File: src/rtl/ipd_pkg.sv
// ----------------------------------------------------------------------------
// ipd_pkg
// Shared types and constants for the instruction predecoder.
// ----------------------------------------------------------------------------
package ipd_pkg;

  // Operation codes of the decode result
  typedef enum logic [4:0] {
    OP_ADDB = 5'd0,  OP_ADD  = 5'd1,  OP_SUBB = 5'd2,  OP_SUB  = 5'd3,
    OP_ORB  = 5'd4,  OP_OR   = 5'd5,  OP_ANDB = 5'd6,  OP_AND  = 5'd7,
    OP_XORB = 5'd8,  OP_XOR  = 5'd9,  OP_CPB  = 5'd10, OP_CP   = 5'd11,
    OP_LDB  = 5'd12, OP_LD   = 5'd13, OP_JR   = 5'd14, OP_PUSH = 5'd15,
    OP_POP  = 5'd16, OP_CALR = 5'd17, OP_CALL = 5'd18, OP_JP   = 5'd19,
    OP_RET  = 5'd20, OP_EI   = 5'd21, OP_DI   = 5'd22, OP_IN   = 5'd23,
    OP_INB  = 5'd24, OP_OUT  = 5'd25, OP_OUTB = 5'd26, OP_NOP  = 5'd27,
    OP_HALT = 5'd28, OP_IRET = 5'd29, OP_DW   = 5'd30
  } op_e;

  // Operand forms
  typedef enum logic [3:0] {
    FORM_NONE      = 4'd0,
    FORM_REG_REG   = 4'd1,
    FORM_REG_IMM   = 4'd2,
    FORM_REG_IND   = 4'd3,
    FORM_IND_REG   = 4'd4,
    FORM_REG_ADDR  = 4'd5,
    FORM_ADDR_REG  = 4'd6,
    FORM_TARGET    = 4'd7,
    FORM_IND       = 4'd8,
    FORM_COND      = 4'd9,
    FORM_MASK      = 4'd10,
    FORM_REG_PORT  = 4'd11,
    FORM_PORT_REG  = 4'd12,
    FORM_DATA      = 4'd13
  } form_e;

  // Fixed instruction words
  localparam logic [15:0] NOP_WORD  = 16'h8D07;
  localparam logic [15:0] HALT_WORD = 16'h7A00;
  localparam logic [15:0] IRET_WORD = 16'h7B00;
  localparam logic [3:0]  CC_ALWAYS = 4'h8;

  localparam int unsigned IN_TDATA_W  = 48;
  localparam int unsigned OUT_TDATA_W = 48;

  // Structured decode of one instruction
  typedef struct packed {
    op_e         op_code;
    form_e       operand_form;
    logic [3:0]  first_reg;
    logic [3:0]  second_reg;
    logic        byte_regs;
    logic        cond_shown;
    logic [3:0]  cond_code;
    logic [15:0] value;
    logic [1:0]  length_words;
  } dec_t;

endpackage

File: src/rtl/ipd_decode.sv
// ----------------------------------------------------------------------------
// ipd_decode
// Combinational decode of one instruction word pair, first match wins.
// ----------------------------------------------------------------------------
module ipd_decode
  import ipd_pkg::*;
(
  input  logic [15:0] instr_addr_i,
  input  logic [15:0] instr_word_i,
  input  logic [15:0] ext_word_i,
  output dec_t        dec_o
);

  logic [7:0]  hi;
  logic [7:0]  lo8;
  logic [3:0]  lo4;
  logic [3:0]  mid4;
  logic [15:0] jr_target;
  logic [15:0] calr_target;
  logic [3:0]  cc_raw;
  logic        cc_used;
  dec_t        d;

  assign hi   = instr_word_i[15:8];
  assign lo8  = instr_word_i[7:0];
  assign lo4  = instr_word_i[3:0];
  assign mid4 = instr_word_i[7:4];

  // Relative branch targets, both wrap at 16 bits
  assign jr_target   = instr_addr_i + 16'd2 + {{7{lo8[7]}}, lo8, 1'b0};
  assign calr_target = instr_addr_i + 16'd2 - {3'b000, instr_word_i[11:0], 1'b0};

  // Priority decode
  always_comb begin
    d              = '0;
    d.op_code      = OP_DW;
    d.operand_form = FORM_DATA;
    d.length_words = 2'd1;
    d.value        = instr_word_i;
    cc_used        = 1'b0;
    cc_raw         = 4'h0;
    if (hi >= 8'h80 && hi <= 8'h8B) begin
      d.op_code      = op_e'({1'b0, hi[3:0]});
      d.operand_form = FORM_REG_REG;
      d.first_reg    = lo4;
      d.second_reg   = mid4;
      d.byte_regs    = ~hi[0];
      d.value        = '0;
    end else if (hi == 8'hA0 || hi == 8'hA1) begin
      d.op_code      = hi[0] ? OP_LD : OP_LDB;
      d.operand_form = FORM_REG_REG;
      d.first_reg    = lo4;
      d.second_reg   = mid4;
      d.byte_regs    = ~hi[0];
      d.value        = '0;
    end else if (hi[7:4] == 4'hC) begin
      d.op_code      = OP_LDB;
      d.operand_form = FORM_REG_IMM;
      d.first_reg    = hi[3:0];
      d.byte_regs    = 1'b1;
      d.value        = {8'h00, lo8};
    end else if (hi == 8'h21 && mid4 == 4'h0) begin
      d.op_code      = OP_LD;
      d.operand_form = FORM_REG_IMM;
      d.first_reg    = lo4;
      d.value        = ext_word_i;
      d.length_words = 2'd2;
    end else if (hi[7:4] == 4'hE) begin
      d.op_code      = OP_JR;
      d.operand_form = FORM_TARGET;
      cc_used        = 1'b1;
      cc_raw         = hi[3:0];
      d.value        = jr_target;
    end else if (hi == 8'h20 || hi == 8'h21) begin
      d.op_code      = hi[0] ? OP_LD : OP_LDB;
      d.operand_form = FORM_REG_IND;
      d.first_reg    = lo4;
      d.second_reg   = mid4;
      d.byte_regs    = ~hi[0];
      d.value        = '0;
    end else if (hi == 8'h2E || hi == 8'h2F) begin
      d.op_code      = hi[0] ? OP_LD : OP_LDB;
      d.operand_form = FORM_IND_REG;
      d.first_reg    = mid4;
      d.second_reg   = lo4;
      d.byte_regs    = ~hi[0];
      d.value        = '0;
    end else if ((hi == 8'h70 || hi == 8'h71) && mid4 == 4'h0) begin
      d.op_code      = hi[0] ? OP_LD : OP_LDB;
      d.operand_form = FORM_REG_ADDR;
      d.first_reg    = lo4;
      d.byte_regs    = ~hi[0];
      d.value        = ext_word_i;
      d.length_words = 2'd2;
    end else if ((hi == 8'h78 || hi == 8'h79) && mid4 == 4'h0) begin
      d.op_code      = hi[0] ? OP_LD : OP_LDB;
      d.operand_form = FORM_ADDR_REG;
      d.second_reg   = lo4;
      d.byte_regs    = ~hi[0];
      d.value        = ext_word_i;
      d.length_words = 2'd2;
    end else if (hi == 8'h13) begin
      d.op_code      = OP_PUSH;
      d.operand_form = FORM_IND_REG;
      d.first_reg    = mid4;
      d.second_reg   = lo4;
      d.value        = '0;
    end else if (hi == 8'h17) begin
      d.op_code      = OP_POP;
      d.operand_form = FORM_REG_IND;
      d.first_reg    = lo4;
      d.second_reg   = mid4;
      d.value        = '0;
    end else if (hi[7:4] == 4'hD) begin
      d.op_code      = OP_CALR;
      d.operand_form = FORM_TARGET;
      d.value        = calr_target;
    end else if (hi == 8'h5F) begin
      d.op_code = OP_CALL;
      if (lo8 == 8'h00) begin
        d.operand_form = FORM_TARGET;
        d.value        = ext_word_i;
        d.length_words = 2'd2;
      end else begin
        // CALL @Rd, register in bits 7..4
        d.operand_form = FORM_IND;
        d.first_reg    = mid4;
        d.value        = '0;
      end
    end else if (hi == 8'h5E) begin
      d.op_code      = OP_JP;
      d.operand_form = FORM_TARGET;
      cc_used        = 1'b1;
      cc_raw         = lo4;
      d.value        = ext_word_i;
      d.length_words = 2'd2;
    end else if (hi == 8'h1E) begin
      d.op_code      = OP_JP;
      d.operand_form = FORM_IND;
      d.first_reg    = mid4;
      cc_used        = 1'b1;
      cc_raw         = lo4;
      d.value        = '0;
    end else if (hi == 8'h9E) begin
      d.op_code      = OP_RET;
      d.operand_form = (lo4 == CC_ALWAYS) ? FORM_NONE : FORM_COND;
      cc_used        = 1'b1;
      cc_raw         = lo4;
      d.value        = '0;
    end else if (hi == 8'h7C && lo8[7:3] == 5'd0) begin
      d.op_code      = lo8[2] ? OP_EI : OP_DI;
      d.operand_form = FORM_MASK;
      d.value        = {14'd0, lo8[1:0]};
    end else if (hi >= 8'h3C && hi <= 8'h3F) begin
      d.byte_regs = ~hi[0];
      d.value     = '0;
      if (hi[1]) begin
        d.op_code      = hi[0] ? OP_OUT : OP_OUTB;
        d.operand_form = FORM_IND_REG;
        d.first_reg    = mid4;
        d.second_reg   = lo4;
      end else begin
        d.op_code      = hi[0] ? OP_IN : OP_INB;
        d.operand_form = FORM_REG_IND;
        d.first_reg    = lo4;
        d.second_reg   = mid4;
      end
    end else if ((hi == 8'h3A || hi == 8'h3B) && (lo4 == 4'h4 || lo4 == 4'h6)) begin
      d.byte_regs    = ~hi[0];
      d.value        = ext_word_i;
      d.length_words = 2'd2;
      if (lo4[1]) begin
        d.op_code      = hi[0] ? OP_OUT : OP_OUTB;
        d.operand_form = FORM_PORT_REG;
        d.second_reg   = mid4;
      end else begin
        d.op_code      = hi[0] ? OP_IN : OP_INB;
        d.operand_form = FORM_REG_PORT;
        d.first_reg    = mid4;
      end
    end else if (instr_word_i == NOP_WORD) begin
      d.op_code      = OP_NOP;
      d.operand_form = FORM_NONE;
      d.value        = '0;
    end else if (instr_word_i == HALT_WORD) begin
      d.op_code      = OP_HALT;
      d.operand_form = FORM_NONE;
      d.value        = '0;
    end else if (instr_word_i == IRET_WORD) begin
      d.op_code      = OP_IRET;
      d.operand_form = FORM_NONE;
      d.value        = '0;
    end
    // Condition: always is carried in the code but not shown
    d.cond_code  = cc_used ? cc_raw : 4'h0;
    d.cond_shown = cc_used && (cc_raw != CC_ALWAYS);
  end

  assign dec_o = d;

endmodule

File: src/rtl/ipd_out_reg.sv
// ----------------------------------------------------------------------------
// ipd_out_reg
// Result register with stream handshake; packs the decode into tdata.
// ----------------------------------------------------------------------------
module ipd_out_reg
  import ipd_pkg::*;
(
  input  logic                   clk_i,
  input  logic                   rst_ni,
  input  logic                   valid_i,
  input  dec_t                   dec_i,
  output logic                   ready_o,
  output logic                   m_axis_tvalid_o,
  input  logic                   m_axis_tready_i,
  output logic [OUT_TDATA_W-1:0] m_axis_tdata_o
);

  logic valid_q;
  logic valid_d;
  dec_t dec_q;

  // Register is free when empty or being drained this cycle
  assign ready_o = ~valid_q | m_axis_tready_i;
  assign valid_d = ready_o ? valid_i : valid_q;

  always_ff @(posedge clk_i or negedge rst_ni) begin
    if (!rst_ni) begin
      valid_q <= 1'b0;
    end else begin
      valid_q <= valid_d;
    end
  end

  // Payload, no reset needed
  always_ff @(posedge clk_i) begin
    if (ready_o && valid_i) begin
      dec_q <= dec_i;
    end
  end

  assign m_axis_tvalid_o = valid_q;
  assign m_axis_tdata_o  = {7'd0, dec_q.length_words, dec_q.value, dec_q.cond_code,
                            dec_q.cond_shown, dec_q.byte_regs, dec_q.second_reg,
                            dec_q.first_reg, dec_q.operand_form, dec_q.op_code};

endmodule

File: src/rtl/instruction_predecoder_core.sv
// ----------------------------------------------------------------------------
// instruction_predecoder_core
// Instruction predecoder: structured decode of one instruction word pair.
// ----------------------------------------------------------------------------
// Usage:
//   Slave stream takes the instruction address, the instruction word and the
//   following word in one transaction. Master stream gives one decode per
//   input transaction, in order.
//   From input acceptance to m_axis_tvalid_o the path is one input
//   register, then the decode logic, then the result register.
//   Throughput is one transaction per cycle while the receiver does not stall;
//   the decode is stateless and short enough to sit between the two registers.
//   When the receiver stalls, the result register holds its transaction and
//   the input register still accepts one more; after that s_axis_tready_o
//   drops until the master side drains.
//   Reset empties both registers; no transaction is pending afterwards and
//   no clearing pass is needed.
// ----------------------------------------------------------------------------
module instruction_predecoder_core
  import ipd_pkg::*;
(
  input  logic                   clk_i,
  input  logic                   rst_ni,
  // [15:0] instr_addr, [31:16] instr_word, [47:32] ext_word
  input  logic [IN_TDATA_W-1:0]  s_axis_tdata_i,
  input  logic                   s_axis_tvalid_i,
  output logic                   s_axis_tready_o,
  // [4:0] op_code, [8:5] operand_form, [12:9] first_reg, [16:13] second_reg,
  // [17] byte_regs, [18] cond_shown, [22:19] cond_code, [38:23] value,
  // [40:39] length_words, [47:41] zero
  output logic [OUT_TDATA_W-1:0] m_axis_tdata_o,
  output logic                   m_axis_tvalid_o,
  input  logic                   m_axis_tready_i
);

  logic        in_valid_q;
  logic        in_valid_d;
  logic [15:0] addr_q;
  logic [15:0] word_q;
  logic [15:0] ext_q;
  logic        out_ready;
  dec_t        dec;

  // Input register
  assign s_axis_tready_o = ~in_valid_q | out_ready;
  assign in_valid_d      = s_axis_tready_o ? s_axis_tvalid_i : in_valid_q;

  always_ff @(posedge clk_i or negedge rst_ni) begin
    if (!rst_ni) begin
      in_valid_q <= 1'b0;
    end else begin
      in_valid_q <= in_valid_d;
    end
  end

  always_ff @(posedge clk_i) begin
    if (s_axis_tready_o && s_axis_tvalid_i) begin
      addr_q <= s_axis_tdata_i[15:0];
      word_q <= s_axis_tdata_i[31:16];
      ext_q  <= s_axis_tdata_i[47:32];
    end
  end

  // Decode
  ipd_decode u_decode (
    .instr_addr_i (addr_q),
    .instr_word_i (word_q),
    .ext_word_i   (ext_q),
    .dec_o        (dec)
  );

  // Result register
  ipd_out_reg u_out_reg (
    .clk_i           (clk_i),
    .rst_ni          (rst_ni),
    .valid_i         (in_valid_q),
    .dec_i           (dec),
    .ready_o         (out_ready),
    .m_axis_tvalid_o (m_axis_tvalid_o),
    .m_axis_tready_i (m_axis_tready_i),
    .m_axis_tdata_o  (m_axis_tdata_o)
  );

endmodule

File: config.mk
export PLATFORM = sky130hd
export DESIGN_NAME = instruction_predecoder_core
export DESIGN_NICKNAME = d
export VERILOG_FILES = /design/src/rtl/ipd_pkg.sv /design/src/rtl/ipd_decode.sv /design/src/rtl/ipd_out_reg.sv /design/src/rtl/instruction_predecoder_core.sv
export SDC_FILE = /design/constraint.sdc
export NUM_CORES = 1
export LEC_CHECK = 0
export BUFFER_PORTS_ARGS = -buffer_cell sky130_fd_sc_hd__buf_2
export CAP_MARGIN = 0
export CORE_MARGIN = 2
export CORE_UTILIZATION = 25
export CTS_CLUSTER_SIZE = 16
export DETAILED_ROUTE_END_ITERATION = 16
export GPL_TIMING_DRIVEN = 0
export PLACE_DENSITY = 0.46
export SYNTH_ARGS = -nofsm -noshare
export SYNTH_HDL_FRONTEND = slang
export SYNTH_SLANG_ARGS = --single-unit
File: constraint.sdc
create_clock -name clk_i -period 10.05 [get_ports clk_i]
set_input_delay 2.01 -clock clk_i [delete_from_list [all_inputs] [get_ports clk_i]]
set_output_delay 2.01 -clock clk_i [all_outputs]
set_load 0.02 [all_outputs]
==> out/metrics.csv <==
stage;metric;value;unit
sta;Clock Skew;0.008109;ns
synth;count leader, synth;edfxtp_1;
power;Leak;3.034;nW
synth;Synth Register Bits;91;
drt;DRT Wirelength;22900;um
sta;fmax;222.2;MHz
power;overall power;1.066;mW
synth;top post-synthesis cells by count;edfxtp_1, nor2_1, nand2_1;
floorplan;Core ar.;25840;um2
sta;fin. max-slew vios;0;
synth;syn_area_per_cell;10.05;um2
global_routing;global-route wire length before repair;33690;um
floorplan;chip width;165.5;um
sta;final setup violation count;0;
sta;unrepaired setup endpoints after global routing;false;
global_routing;largest net degree at the start of global routing;37;
floorplan;Ports;102;
clock_network;H-tree levels;3;
sta;share of the clock period used by the worst path;44.78;%
drt;First DRT Iteration DRCs;546;
drt;Routed Antenna Nets;0;
floorplan;starting density of the core;25.24;%
power;switch share;30.94;%
status;status;completed;
global_routing;vias in the first global route;5438;
clock_network;CTS Hold Bufs;0;
sta;post-route minimum period;4.500;ns
sta;sum of negative setup slack;0;ns
synth;Synth area leaders;edfxtp_1, ha_1, nor2_1;
drt;drt drc;0;
synth;count of mapped cells out of synthesis;649;
clock_network;CTS tree;built;
clock_network;total CTS buffers;9;
synth;ys flop type;edfxtp_1;
synth;Post-synth ARST share;2.198;%
final_layout;Ant. Diodes;0;
clock_network;worst skew pair latency;0.36;ns
final_layout;filler instances;2768;
setup_path;CP Class;register to register;
synth;Synth top area share;40.98;%
clock_network;# clock sinks;91;
floorplan;die span in y;165.5;um
floorplan;die footprint;27390;um2
synth;post-synthesis cell area;6521;um2
clock_network;clock tree buffer depth;2;
global_routing;initial antenna violation count;0;
place;GP Congestion;0.9065;
setup_path;Crit. End Element;register;
synth;cell accounting for the most synthesized area;edfxtp_1;
drt;Vias/cell;5.189;
setup_path;CP max FO;12;
setup_path;critical path startpoint category;register;
power;clock network power share;32.4;%
power;Logic pwr share;23.2;%
sta;Hold Vio Cnt, Final;0;
sta;worst slew pin tran;1.105;ns
sta;Worst slew margin;25.66;%
place;placed wire-length estimate;17610;um
worst_hold_path;hold crit path type;register to register;
final_layout;post-route cell area;7770;um2
place;area post-placement;7476;um2
final_layout;non-filler cells, final;1102;
power;PwrDens;137.2;nW/um2
place;number of port buffers;94;
drt;DR pass1 iterations;5;
synth;synth warn;0;
power;Switch Pwr;0.3299;mW
power;Int Pwr;0.7363;mW
drt;wire per inst;20.78;um
synth;EDFF count, synth;89;
clock_network;root buffer cell;clkbuf_16;
job;Max-cap violations;0;
final_layout;share of cells above drive strength 1;22.16;%
setup_path;WP data arrival;4.72;ns
power;Peak supply drop;0.05295;mV
clock_network;Clock Pin Slew Worst Setup and Hold Paths;0.07;ns
clock_network;post-CTS repair timing setup buffer count;0;
final_layout;NumNets Final;850;
global_routing;Total GRT Usage;16.91;%
final_layout;Area growth, synth to finish;19.15;%
final_layout;Final Util;30.07;%
setup_path;Critical Path RT;10.27;ns
drt;vias;5718;
synth;Synth cell types;83;
synth;sequential share of the synthesized area;41.75;%
power;sequential share of power;44.4;%
floorplan;Core Rows;59;
clock_network;PostCTS Resize Cnt;0;
place;Cells after DPL;1086;
global_routing;total gr overflow;0;
==> path summary, 6_finish.rpt <==
path,startpoint,to,slack [ns],cells past startpoint
worst max-delay path,word_q[8]$_DFFE_PP_,u_out_reg.m_axis_tdata_o[34]$_SDFFCE_PP0P_,5.55,11
worst min-delay path,in_valid_q$_DFFE_PN0N_,u_out_reg.m_axis_tvalid_o$_DFFE_PN0P_,0.50,1
worst max register to register,word_q[8]$_DFFE_PP_,u_out_reg.m_axis_tdata_o[34]$_SDFFCE_PP0P_,5.55,11
worst min register to register,in_valid_q$_DFFE_PN0N_,u_out_reg.m_axis_tvalid_o$_DFFE_PN0P_,0.50,1
max in group asynchronous,rst_ni,in_valid_q$_DFFE_PN0N_,8.53,1
min in group asynchronous,rst_ni,u_out_reg.m_axis_tvalid_o$_DFFE_PN0P_,1.42,1
==> flip-flops by register name (all words and copies together), names as in the netlist <==
register and count:
u_out_reg.m_axis_tdata_o 41, addr_q 16, ext_q 16, word_q 16, in_valid_q 1, u_out_reg.m_axis_tvalid_o 1
==> cell families after synthesis <==
group | count (synthesis) | share of synthesized area [%]
flip-flops | 91 | 41.75
XOR/XNOR | 33 | 4.432
buffers and inverters | 67 | 5.871
adder cells (fa/ha/maj) | 36 | 7.137
other | 1 | 0.05750
AO/OA/AOI/OAI | 177 | 18.96
AND/OR/NAND/NOR | 241 | 21.34
multiplexers | 3 | 0.4605
==> cell type report <==
| cell class | instances | area (um2) | area share, % |
|---|---|---|---|
| inverters | 30 | 112.6 | 1.449 |
| well taps | 335 | 419.2 | 5.395 |
| repair buffers | 96 | 510.5 | 6.570 |
| clock buffers | 9 | 225.2 | 2.899 |
| multi-input cells | 497 | 3441 | 44.28 |
| plain buffers | 37 | 270.3 | 3.478 |
| clock inverters | 7 | 68.82 | 0.8857 |
| flip-flops and latches | 91 | 2723 | 35.04 |
==> power by group through the flow <==
stage               clock, mW  sequential [mW]  combinational, mW
floorplan                   0            0.492              0.153
global placement            0            0.484              0.244
detailed placement          0            0.482              0.247
CTS                     0.357            0.474              0.248
global route            0.369            0.476              0.273
finish                  0.346            0.473              0.247
==> per-stage QoR <==
| step | setup WS (ns) | hold WS (ns) |
|---|---|---|
| after CTS | 5.575 | 0.5099 |
| after detailed placement | 5.580 | 0.4929 |
| final | 5.550 | 0.5017 |
| after global routing | 5.463 | 0.5282 |
| after global placement | 5.565 | 0.4663 |
| after floorplan | 5.752 | 0.4490 |
==> critical path: stages (launching register included) <==
cell and delay (ns):
edfxtp_1 0.79, inv_1 0.35, ha_1 0.35, nor2_1 0.28, nor3_1 0.17, o21a_1 0.21
clkbuf_1 0.24, nor4_1 0.99, nand2_1 0.46, nor3_1 0.23, o21ai_0 0.12, nand4_1 0.16
==> placed cells by master, fill, tap and decap left out, types with 8 or more instances in the layout <==
| cell | count |
|---|---|
| xnor2_1 | 21 |
| clkbuf_16 | 9 |
| a211oi_1 | 17 |
| buf_4 | 9 |
| ha_1 | 34 |
| edfxtp_1 | 89 |
| nand4_1 | 12 |
| nor2b_1 | 9 |
| inv_1 | 29 |
| clkbuf_1 | 13 |
| a21oi_1 | 37 |
| buf_2 | 98 |
| o21ai_0 | 29 |
| nand2b_1 | 10 |
| nor2_1 | 63 |
| xor2_1 | 12 |
| o22ai_1 | 8 |
| nand2_1 | 42 |
| nand3_1 | 11 |
| nor4_1 | 13 |
| a221o_1 | 8 |
| nor3_1 | 23 |
==> routing by layer <==
metal	share of wire, %	up-vias	GRT usage, %	routed length [um]
li1	-	2709	-	-
met5	0	-	0	0
met1	47	2722	24.16	10850
met2	44	247	25.80	9967
met3	6.4	40	2.273	1463
met4	2.7	0	6.622	627
No activity file was read; power rests on OpenSTA's default activity.
